`config.mk`:
```
export PLATFORM = sky130hd
export DESIGN_NAME = gwf_ctrl
export DESIGN_NICKNAME = d
export VERILOG_FILES = /design/src/rtl/core/gwf_pkg.sv /design/src/rtl/core/gwf_ctrl.sv
export SDC_FILE = /design/constraint.sdc
export NUM_CORES = 1
export LEC_CHECK = 0
export BUFFER_PORTS_ARGS = -buffer_cell sky130_fd_sc_hd__buf_2
export CAP_MARGIN = 20
export CORE_UTILIZATION = 45
export DETAILED_ROUTE_END_ITERATION = 6
export HOLD_SLACK_MARGIN = 0.15
export PLACE_DENSITY_LB_ADDON = 0.05
export SYNTH_ARGS = -nofsm -noshare
export SYNTH_HDL_FRONTEND = slang
export SYNTH_SLANG_ARGS = --single-unit
export TNS_END_PERCENT = 30
```
`constraint.sdc`:
```
create_clock -name i_clk -period 2.8 [get_ports i_clk]
set_input_delay 0.28 -clock i_clk [delete_from_list [all_inputs] [get_ports i_clk]]
set_output_delay 0.28 -clock i_clk [all_outputs]
set_load 0.005 [all_outputs]
```
`src/rtl/core/gwf_pkg.sv`:
```
package gwf_pkg;

    // Quotient and dividend width of the shared bit-serial divider
    localparam int DIV_W = 48;
    // Divisor width: 32 * width^2 needs 37 bits
    localparam int DVS_W = 37;
    // Wide force accumulator, summed before the final saturation
    localparam int FA_W  = 54;
    localparam int CNT_W = $clog2(DIV_W);

    // Register indexes on the configuration port
    localparam logic [2:0] REG_WELL_COUNT = 3'd0;
    localparam logic [2:0] REG_WELL_BASE  = 3'd1;
    localparam int         REG_WELL_REGS  = 4;

    typedef struct packed {
        logic        [15:0] depth;
        logic        [15:0] width;
        logic signed [15:0] cy;
        logic signed [15:0] cx;
    } t_well;

    typedef enum logic [3:0] {
        ST_IDLE,
        ST_DIFF,
        ST_SQX,
        ST_SQY,
        ST_IDXSET,
        ST_DIV_I,
        ST_EXPRD,
        ST_GAIN,
        ST_MXSET,
        ST_DIV_X,
        ST_ACCX,
        ST_DIV_Y,
        ST_ACCY,
        ST_FIN
    } t_state;

    typedef enum logic [3:0] {
        OP_NONE,
        OP_LOAD,
        OP_DIFF,
        OP_SQX,
        OP_SQY,
        OP_IDXSET,
        OP_DIV,
        OP_EXPRD,
        OP_GAIN,
        OP_MXSET,
        OP_ACCX,
        OP_ACCY,
        OP_FINISH
    } t_dp_op;

    typedef struct packed {
        t_dp_op     op;
        logic [2:0] well;
    } t_dp_cmd;

    typedef struct packed {
        logic skip;
    } t_dp_stat;

    function automatic logic signed [31:0] sat32(input logic signed [FA_W-1:0] v);
        logic signed [FA_W-1:0] hi;
        logic signed [FA_W-1:0] lo;
        hi = FA_W'(32'sh7FFF_FFFF);
        lo = -hi - FA_W'(1);
        if (v > hi) begin
            return 32'sh7FFF_FFFF;
        end else if (v < lo) begin
            return 32'sh8000_0000;
        end
        return v[31:0];
    endfunction

    function automatic logic signed [47:0] sat48(input logic signed [48:0] v);
        if (v[48] != v[47]) begin
            return v[48] ? 48'sh8000_0000_0000 : 48'sh7FFF_FFFF_FFFF;
        end
        return v[47:0];
    endfunction

endpackage

```
`src/rtl/core/gwf_ctrl.sv`:
```
module gwf_ctrl (
    input  logic              i_clk,
    input  logic              i_rst_n,
    input  logic              i_in_valid,
    output logic              o_in_stall,
    output logic              o_out_valid,
    input  logic              i_out_stall,
    input  logic [2:0]        i_well_num,
    input  gwf_pkg::t_dp_stat i_stat,
    output gwf_pkg::t_dp_cmd  o_cmd
);
    import gwf_pkg::*;

    t_state           r_state, n_state;
    logic [2:0]       r_well, n_well;
    logic [CNT_W-1:0] r_cnt, n_cnt;
    logic             r_out_valid, n_out_valid;
    logic             last_well;

    always_ff @(posedge i_clk) begin
        if (!i_rst_n) begin
            r_state     <= ST_IDLE;
            r_well      <= '0;
            r_cnt       <= '0;
            r_out_valid <= 1'b0;
        end else begin
            r_state     <= n_state;
            r_well      <= n_well;
            r_cnt       <= n_cnt;
            r_out_valid <= n_out_valid;
        end
    end

    assign last_well   = ({1'b0, r_well} + 4'd1) >= {1'b0, i_well_num};
    assign o_in_stall  = (r_state != ST_IDLE);
    assign o_out_valid = r_out_valid;

    always_comb begin
        n_state     = r_state;
        n_well      = r_well;
        n_cnt       = r_cnt;
        n_out_valid = r_out_valid && i_out_stall;
        o_cmd.op    = OP_NONE;
        o_cmd.well  = r_well;
        unique case (r_state)
            ST_IDLE: begin
                if (i_in_valid) begin
                    o_cmd.op = OP_LOAD;
                    n_well   = '0;
                    n_state  = (i_well_num == 3'd0) ? ST_FIN : ST_DIFF;
                end
            end
            ST_DIFF: begin
                o_cmd.op = OP_DIFF;
                n_state  = ST_SQX;
            end
            ST_SQX: begin
                o_cmd.op = OP_SQX;
                n_state  = ST_SQY;
            end
            ST_SQY: begin
                o_cmd.op = OP_SQY;
                n_state  = ST_IDXSET;
            end
            ST_IDXSET: begin
                o_cmd.op = OP_IDXSET;
                n_cnt    = '0;
                n_state  = ST_DIV_I;
            end
            ST_DIV_I: begin
                // drop the well when it has no width or lies beyond the table
                if (i_stat.skip) begin
                    n_well  = r_well + 3'd1;
                    n_state = last_well ? ST_FIN : ST_DIFF;
                end else begin
                    o_cmd.op = OP_DIV;
                    n_cnt    = r_cnt + CNT_W'(1);
                    if (r_cnt == CNT_W'(DIV_W - 1)) begin
                        n_cnt   = '0;
                        n_state = ST_EXPRD;
                    end
                end
            end
            ST_EXPRD: begin
                o_cmd.op = OP_EXPRD;
                n_state  = ST_GAIN;
            end
            ST_GAIN: begin
                o_cmd.op = OP_GAIN;
                n_state  = ST_MXSET;
            end
            ST_MXSET: begin
                o_cmd.op = OP_MXSET;
                n_cnt    = '0;
                n_state  = ST_DIV_X;
            end
            ST_DIV_X: begin
                o_cmd.op = OP_DIV;
                n_cnt    = r_cnt + CNT_W'(1);
                if (r_cnt == CNT_W'(DIV_W - 1)) begin
                    n_cnt   = '0;
                    n_state = ST_ACCX;
                end
            end
            ST_ACCX: begin
                o_cmd.op = OP_ACCX;
                n_cnt    = '0;
                n_state  = ST_DIV_Y;
            end
            ST_DIV_Y: begin
                o_cmd.op = OP_DIV;
                n_cnt    = r_cnt + CNT_W'(1);
                if (r_cnt == CNT_W'(DIV_W - 1)) begin
                    n_cnt   = '0;
                    n_state = ST_ACCY;
                end
            end
            ST_ACCY: begin
                o_cmd.op = OP_ACCY;
                n_well   = r_well + 3'd1;
                n_state  = last_well ? ST_FIN : ST_DIFF;
            end
            ST_FIN: begin
                // hold until the output register is free
                if (!r_out_valid || !i_out_stall) begin
                    o_cmd.op    = OP_FINISH;
                    n_out_valid = 1'b1;
                    n_state     = ST_IDLE;
                end
            end
            default: begin
                n_state = ST_IDLE;
            end
        endcase
    end

endmodule

```
# After elaboration in Yosys (flattened, before gate mapping)
# Cells that the tools add are included.
[word_totals]
ramBits = 0
romBits = 0
output_inout_bits = 9
mem_count = 0
reg_bits = 14
wordCells = 64
inputBits = 8
latch_bits = 0
[classes]
n_mux = 21
eq_ne = 21
n_mul = 0
reduce_logical = 14
n_bitwise = 0
n_div = 0
addsub = 3
order_cmp = 1
shifts = 0
[op_table]
columns = ["cell", "n"]
rows = [
  ["$pmux W4 S14", 1],
  ["$pmux W4 S13", 1],
  ["$mux W4", 9],
  ["$eq A4 B4 Y1 const B", 6],
  ["$pmux W6 S3", 1],
  ["$eq A4 B3 Y1 const B", 4],
  ["$mux W6", 2],
  ["$ne A2 B2 Y1 const B", 6],
  ["$mux W3", 3],
  ["$pmux W3 S3", 1],
  ["$eq A4 B2 Y1 const B", 2],
  ["$add A6 B1 Y6 const B", 1],
  ["$eq A6 B6 Y1 const B", 1],
  ["$reduce_bool A3 Y1", 2],
  ["$reduce_and A5 Y1", 1],
  ["$add A3 B1 Y4 const B", 1],
  ["$eq A4 B1 Y1 const B", 1],
  ["$ge A4 B3 Y1", 1],
  ["$logic_not A4 Y1", 1],
  ["$reduce_bool A4 Y1", 1],
  ["$add A3 B1 Y3 const B", 1],
  ["$logic_not A3 Y1", 1],
  ["$mux W1", 3],
  ["$ne A3 B3 Y1 const B", 1],
  ["7 further kinds", 8],
]

# Logic depth before layout (Yosys ltp)
# Gate-level depths: netlist of run 1.
[depth]
depth_word = 5
ltp_mapped = 8

# Worst setup path before layout of run 1
# OpenSTA, ideal clock, no wires.
[synth_path]
path_type = "reg2reg"
startpoint = "register r_well[0]"
endpoint = "register r_state[2]"
t_arrival_ns = 1.609
slack_ns = 1.064
path_stages_with_launch = 8
setup_time_ns = 0.127
synth_period_minus_slack_ns = 1.736
cell_sequence = "dfxtp_1 > ha_1 > ha_1 > o21ai_0 > a21oi_1 > a311o_1 > a21oi_1 > o22ai_1"
[synth_between]
elab_chain_len = 5
[synth_rtl]
columns = ["element", "line", "source"]
rows = [
  ["from (decl)", "gwf_ctrl.sv:15", "logic [2:0] r_well, n_well;"],
  ["from (signal assigned)", "gwf_ctrl.sv:28", "r_well <= n_well;"],
  ["$add A3 B1 Y4 (*)", "gwf_ctrl.sv:34", "assign last_well = ({1'b0, r_well} + 4'd1) >= {1'b0, i_well_num};"],
  ["$ge A4 B3 Y1 (*)", "gwf_ctrl.sv:34", ""],
  ["$mux W4 (*)", "gwf_ctrl.sv:74, gwf_ctrl.sv:121", ""],
  ["$mux W4", "gwf_ctrl.sv:72", "if (i_stat.skip) begin"],
  ["$pmux W4 S14 (*)", "gwf_ctrl.sv:45", "unique case (r_state)"],
  ["to (signal assigned)", "gwf_ctrl.sv:27", "r_state <= n_state;"],
  ["to (decl)", "gwf_ctrl.sv:14", "t_state r_state, n_state;"],
]
# Mark *: on every way between the ends. The rest lies on a longest branch, timed or not.
# A chain may end at the register's enable or synchronous reset.

==> results.json, run 1 <==
{
  "cpLargestDelayFamily": "flip-flops",
  "root_buffer": "clkbuf_4",
  "ys_ff_latch": 14,
  "synthCells": 136,
  "syn-num-nets": 149,
  "drtIter0Drc": 28,
  "start_util_pct": 47.7,
  "hold_depth": 3,
  "synth_area_um2": 1060,
  "r2r-start": "r_state[2]",
  "synthArstFlopShare_pct": 0,
  "reg2reg_slack_ps": 760,
  "skew_ps": 5.48,
  "ff2ff_path_depth": 4,
  "syn_area_per_cell_um2": 7.76,
  "hpwlAfterDp_mm": 1.74,
  "pre_cts_ws_ps": 798,
  "fmax_mhz": 484,
  "cp-start-kind": "register",
  "crit_buf_inv": 1,
  "hold_violations": 0,
  "cts_buffer_depth": 2,
  "worst_pin_slew_ps": 638,
  "crit_path_cell_trace": "nor2_1 -> a222oi_1 -> buf_2",
  "grt_pass1_vias": 929,
  "end_kind": "primary output",
  "synth-main-ff-cell": "dfxtp_1",
  "multi_input_area_um2": 714,
  "slew_viol_final": 0,
  "cts_buffers": 3,
  "rows": 17,
  "ctsHoldBuffers": 0,
  "hold_path_class": "in -> reg",
  "areaGrowthSynthToFinish_pct": 10.7,
  "r2r_end": "r_cnt[5]",
  "grt_max_degree": 23,
  "io_pins": 17,
  "yosysTopAreaCellShare_pct": 26.5,
  "fp.coreArea_um2": 2210,
  "path_max_fanout": 19,
  "gp_congestion": 0.753,
  "yosysUniqueCellTypes": 51,
  "finalWirelength_mm": 2.41,
  "cellLeakagePower_nw": 0.458,
  "timing.final.ws_setup_ps": 736,
  "cts_resized": 0,
  "worstHoldStart": "i_out_stall",
  "n_antenna_cell": 0,
  "cts_sinks": 14,
  "die_w_um": 50.4,
  "max_stage_delay_ps": 740,
  "grt_overflow": 0,
  "clk_pin_slew_ps": 90,
  "post-cts-setup-buffers": 0,
  "insertion_delay_ps": 280,
  "ff_latch_area_um2": 280,
  "fillers": 227,
  "antenna_found_initial": 0,
  "whs_ps": 327,
  "dieArea_um2": 2540,
  "slew_headroom_pct": 57.4,
  "synth_largest_area_cell": "dfxtp_1",
  "die_y_um": 50.4,
  "run_status": "finished clean",
  "worst-endpoint-arrival_ps": 1780,
  "io_buffers": 16,
  "hold_end": "o_out_valid",
  "setup_viol_count_final": 0,
  "cts_tree": "built",
  "ys_seq_area_share_pct": 26.5,
  "synth.area.top_cells": "dfxtp_1, ha_1, a21oi_1",
  "critPathRequiredTime_ps": 2520,
  "ir_worst_vdd_mv": 0.281,
  "rsz0062_at_grt": "no",
  "worstSetupPathType": "reg -> out",
  "drive_gt1_share_pct": 18.9,
  "post-route-period-util_pct": 73.7,
  "track_usage_pct": 21.4,
  "cpMaxStageDelayCell": "dfxtp_1",
  "via_per_inst": 5.76,
  "htree_levels": 1,
  "setup_tns_ps": 0,
  "power_density_nw_per_um2": 467,
  "finalPower_w": 0.000545,
  "synth_edf_count": 0,
  "drc_errors": 0,
  "num_vias": 1013,
  "detail_route.wl_per_cell_um": 13.7,
  "max_cap_viol_count": 0,
  "fin_nets": 162,
  "grt_pass1_wl_mm": 4.13,
  "postRouteAntennaNets": 0,
  "dr.pass1.iters": 4,
  "ys_warn_count": 0,
  "min_period_ps": 2060
}
[worst min-delay path: cells and delay by family]
| kind | cells | cell delay, ps |
|---|---|---|
| buf+inv | 1 | 110 |
| compound gates | 1 | 80 |
| simple gates | 1 | 90 |
[flip-flops by register name (all words and copies together), names as in the netlist]
name         count
r_state          4
r_cnt            6
o_out_valid      1
r_well           3
[metal layers]
layer,GRT usage (%),part of all wire [%],routed length (um),up-vias
met4,9.72,2.0,48,0
li1,-,-,-,518
met3,2.73,2.7,65,6
met1,28.7,50,1200,469
met5,0,0,0,-
met2,34.0,45,1090,20
[worst max path at each step]
| stage | startpoint | end | slack, ps | depth (start not counted) |
|---|---|---|---|---|
| floorplan | r_well[0] | r_state[2] | 1060 | 7 |
| global placement | r_state[2] | r_cnt[0] | 820 | 4 |
| detailed placement | r_state[2] | r_cnt[3] | 800 | 4 |
| CTS | r_state[0] | o_cmd[4] | 750 | 3 |
| global route | r_state[2] | r_cnt[5] | 520 | 5 |
| finish | r_state[0] | o_cmd[4] | 740 | 3 |
[Yosys cell counts, types with 2 or more instances]
master,count
dfxtp_1,14
xor2_1,2
nand2_1,12
nand3_1,6
xnor2_1,3
o22ai_1,2
nor3_1,3
and3_1,2
a21oi_1,11
nor2_1,11
clkbuf_1,5
ha_1,5
o21ai_0,8
a21boi_1,2
nor2b_1,8
nand2b_1,2
inv_1,6
[power by group]
group	internal (W)	switching (W)	total, W
clock network	0.0000792	0.0000693	0.000148
logic	0.0000708	0.0000776	0.000148
registers	0.000209	0.0000392	0.000248
total	0.000359	0.000186	0.000545
[per-stage QoR]
stage / std cells / area [um2] / util, %
2_1_floorplan: 136 / 1060 / -
3_3_place_gp: 172 / 1130 / 51.2
3_5_place_dp: 172 / 1130 / 51.2
4_1_cts: 176 / 1170 / 52.8
5_1_grt: 176 / 1170 / 52.8
6_report: 176 / 1170 / 52.8
[logic make-up after synthesis]
group / Yosys count / share of synthesized area (%)
mux: 1 / 0.948
xor+xnor: 5 / 4.15
compound gates: 42 / 28.0
flops: 14 / 26.5
simple gates: 55 / 28.7
fa+ha+maj: 5 / 5.92
buf+inv: 14 / 5.80
[placed cells by master, fill, tap and decap left out, types with 2 or more instances in the layout]
| cell type | netlist | layout |
|---|---|---|
| buf_2 | 1 | 16 |
| dfxtp_1 | 14 | 14 |
| nand2_1 | 12 | 12 |
| a21oi_1 | 11 | 11 |
| nor2_1 | 11 | 11 |
| nor2b_1 | 8 | 8 |
| o21ai_0 | 8 | 8 |
| inv_1 | 6 | 6 |
| nand3_1 | 6 | 6 |
| ha_1 | 5 | 5 |
| nor3_1 | 3 | 3 |
| xnor2_1 | 3 | 3 |
| clkbuf_4 | 0 | 3 |
| xor2_1 | 2 | 2 |
| and3_1 | 2 | 2 |
| nand2b_1 | 2 | 2 |
| o22ai_1 | 2 | 2 |
| a21boi_1 | 2 | 2 |
[layout make-up]
class	instances	area share [%]
repair buffers	16	6.85
well taps	28	3.00
flip-flops and latches	14	24.0
clock buffers	4	3.10
multi-input cells	108	61.1
inverters	6	1.93
No activity file was read; power rests on OpenSTA's default activity.
==> run 2: changes to the inputs <==
ABC_AREA = 1   (was unset)
clock period = 1.65 ns   (was 2.8 ns; I/O delays follow)
==> run 2 against run 1 <==
Critical path depth up 4; global-route usage is 0.34 points higher; via count rose by 10%; critical endpoint is now o_cmd[5]; largest cell class unchanged; largest power group is now combinational cells.
==> results.json, run 2 <==
{
  "synthCells": 173,
  "post-route-period-util_pct": 94.8,
  "end_kind": "primary output",
  "r2r-start": "r_well[1]",
  "synth.area.top_cells": "dfxtp_1, nand2_1, inv_1",
  "hold_end": "o_out_valid",
  "synth_most_common_cell": "nand2_1",
  "slew_viol_final": 0,
  "cts_buffer_depth": 2,
  "cts_tree": "built",
  "detail_route.wl_per_cell_um": 11.8,
  "clk_pin_slew_ps": 90,
  "dp_cells": 218,
  "fin_area_um2": 1310,
  "final_cell_mix": "nand2_1, inv_1, nor2_1",
  "setup_viol_count_final": 0,
  "areaGrowthSynthToFinish_pct": 25.7,
  "syn-num-nets": 186,
  "synth-main-ff-cell": "dfxtp_1",
  "finalWirelength_mm": 2.62,
  "fin_nets": 208,
  "largest_reg_flops": 6,
  "track_usage_pct": 21.7,
  "dieArea_um2": 2510,
  "synth_area_um2": 1040,
  "ff2ff_path_depth": 9,
  "cts_sinks": 14,
  "cellLeakagePower_nw": 0.665,
  "die_w_um": 50.1,
  "path_max_fanout": 6,
  "rows": 17,
  "n_antenna_cell": 0,
  "postRouteAntennaNets": 0,
  "fp.coreArea_um2": 2190,
  "ff_latch_area_um2": 297,
  "worst-endpoint-arrival_ps": 1400,
  "regMostFlops": "r_cnt",
  "yosysTopAreaCellShare_pct": 26.9,
  "antenna_found_initial": 0,
  "place_area_um2": 1170,
  "top_regs": "r_cnt x6, r_state x4, r_well x3",
  "slew_headroom_pct": 71.7,
  "reg2reg_slack_ps": 90,
  "multi_input_area_um2": 729,
  "cts_buffers": 3,
  "min_period_ps": 1560,
  "io_buffers": 16,
  "io_pins": 17,
  "drive_gt1_share_pct": 32.0,
  "htree_levels": 1,
  "ir_worst_vdd_mv": 0.695,
  "worst_pin_slew_ps": 424,
  "dr.pass1.iters": 4,
  "insertion_delay_ps": 280,
  "yosysUniqueCellTypes": 22,
  "ys_warn_count": 0,
  "hpwlAfterDp_mm": 1.95,
  "via_per_inst": 5.04,
  "grt_pass1_wl_mm": 4.20,
  "fillers": 221,
  "grt_overflow": 0,
  "num_vias": 1118,
  "hold_path_class": "in -> reg",
  "final_common_cell": "nand2_1",
  "start_util_pct": 47.5,
  "ys_ff_latch": 14,
  "hold_violations": 0,
  "hold_depth": 3,
  "cp-start-kind": "register",
  "worstHoldStart": "i_out_stall",
  "synthArstFlopShare_pct": 0,
  "yosys-top-cells-count": "nand2_1, inv_1, nor2_1",
  "setup_tns_ps": 0,
  "critPathRequiredTime_ps": 1480,
  "skew_ps": 5.12,
  "ys_seq_area_share_pct": 26.9,
  "grt_pass1_vias": 1019,
  "grt_max_degree": 15,
  "ctsHoldBuffers": 0,
  "drtIter0Drc": 28,
  "worstSetupPathType": "reg -> out",
  "synth_edf_count": 0,
  "run_status": "finished clean",
  "rsz0062_at_grt": "yes",
  "root_buffer": "clkbuf_4",
  "syn_area_per_cell_um2": 6.02,
  "post-cts-setup-buffers": 0,
  "r2r_end": "r_state[3]",
  "fmax_mhz": 639,
  "drc_errors": 0,
  "stdcell_count": 222,
  "die_y_um": 50.1,
  "gp_congestion": 0.883,
  "synth_largest_area_cell": "dfxtp_1",
  "max_cap_viol_count": 0,
  "power_density_nw_per_um2": 1360
}
-- run 2: cell types whose count changed after synthesis, moves of 4 or more --
| cell | before | now |
|---|---|---|
| nand3_1 | 6 | 11 |
| inv_1 | 6 | 27 |
| nor2b_1 | 8 | 0 |
| clkbuf_1 | 5 | 1 |
| nand2_1 | 12 | 43 |
| a21oi_1 | 11 | 17 |
| nor2_1 | 11 | 24 |
| nor2_2 | 0 | 4 |
| nand2_2 | 0 | 4 |
| o21ai_0 | 8 | 4 |
-- run 2: how the worst max path moves through the flow --
| stage | to | cells past startpoint | slack (ps) | from |
|---|---|---|---|---|
| CTS | r_state[2] | 10 | 20 | r_well[1] |
| global placement | r_state[3] | 10 | 70 | r_well[1] |
| finish | o_cmd[5] | 7 | 90 | r_state[0] |
| global route | r_state[3] | 11 | -30 | r_well[1] |
| floorplan | r_state[2] | 10 | 80 | r_well[0] |
| detailed placement | r_state[2] | 10 | 20 | r_well[1] |
-- run 2: cells by family (layout without fill, tap and decap cells) --
logic type | count (synthesis) | count (layout) | synth area share [%]
compound gates | 28 | 28 | 15.3
xor+xnor | 2 | 2 | 1.68
fa+ha+maj | 5 | 5 | 6.01
buf+inv | 31 | 52 | 11.2
flops | 14 | 14 | 26.9
simple gates | 93 | 93 | 38.9
-- run 2: through the flow --
step                      util (%)  hold slack, ps  total power (W)  worst slack (ps)
final                         59.7             166          0.00178              85.3
after CTS                     55.8             155          0.00171              23.0
after detailed placement      53.3             462          0.00144              15.1
after global placement        53.3             457          0.00143              74.3
after global routing          59.7             193          0.00196             -28.3
after floorplan                  -             328          0.00117              81.9
-- run 2: area by class of cell --
class                           count  area share, %
Clock buffer                        4           2.77
Inverter                           30           8.60
Multi-Input combinational cell    128           55.7
Sequential cell                    14           22.7
Tap cell                           28           2.68
Timing Repair Buffer               18           7.55
-- run 2: metal layers --
| metal | vias to the layer above | GRT usage, % | routed length (um) | part of all wire, % |
|---|---|---|---|---|
| li1 | 594 | - | - | - |
| met1 | 498 | 26.6 | 1240 | 47 |
| met2 | 22 | 38.9 | 1280 | 49 |
| met3 | 4 | 0.926 | 76 | 2.9 |
| met4 | 0 | 9.05 | 25 | 0.95 |
| met5 | - | 0 | 0 | 0 |
-- run 2: power by group --
part | internal, W | switching [W]
clock network | 0.000134 | 0.000113
logic | 0.000388 | 0.000657
registers | 0.000411 | 0.0000781
total | 0.000933 | 0.000848
-- run 2: critical path, cell delays in order, from the launching register on --
cell and delay [ps]:
dfxtp_4 380, inv_1 90, nor2_1 50, nand2_1 120, nor2_1 70, a211oi_2 180
nand4_1 100, buf_2 140
-- run 2: what timing repair did --
action / 4_1_cts / 5_1_grt
endpoints found under the setup margin: 5 / 8
resized for setup: 7 / 22
pin swaps: 0 / 9
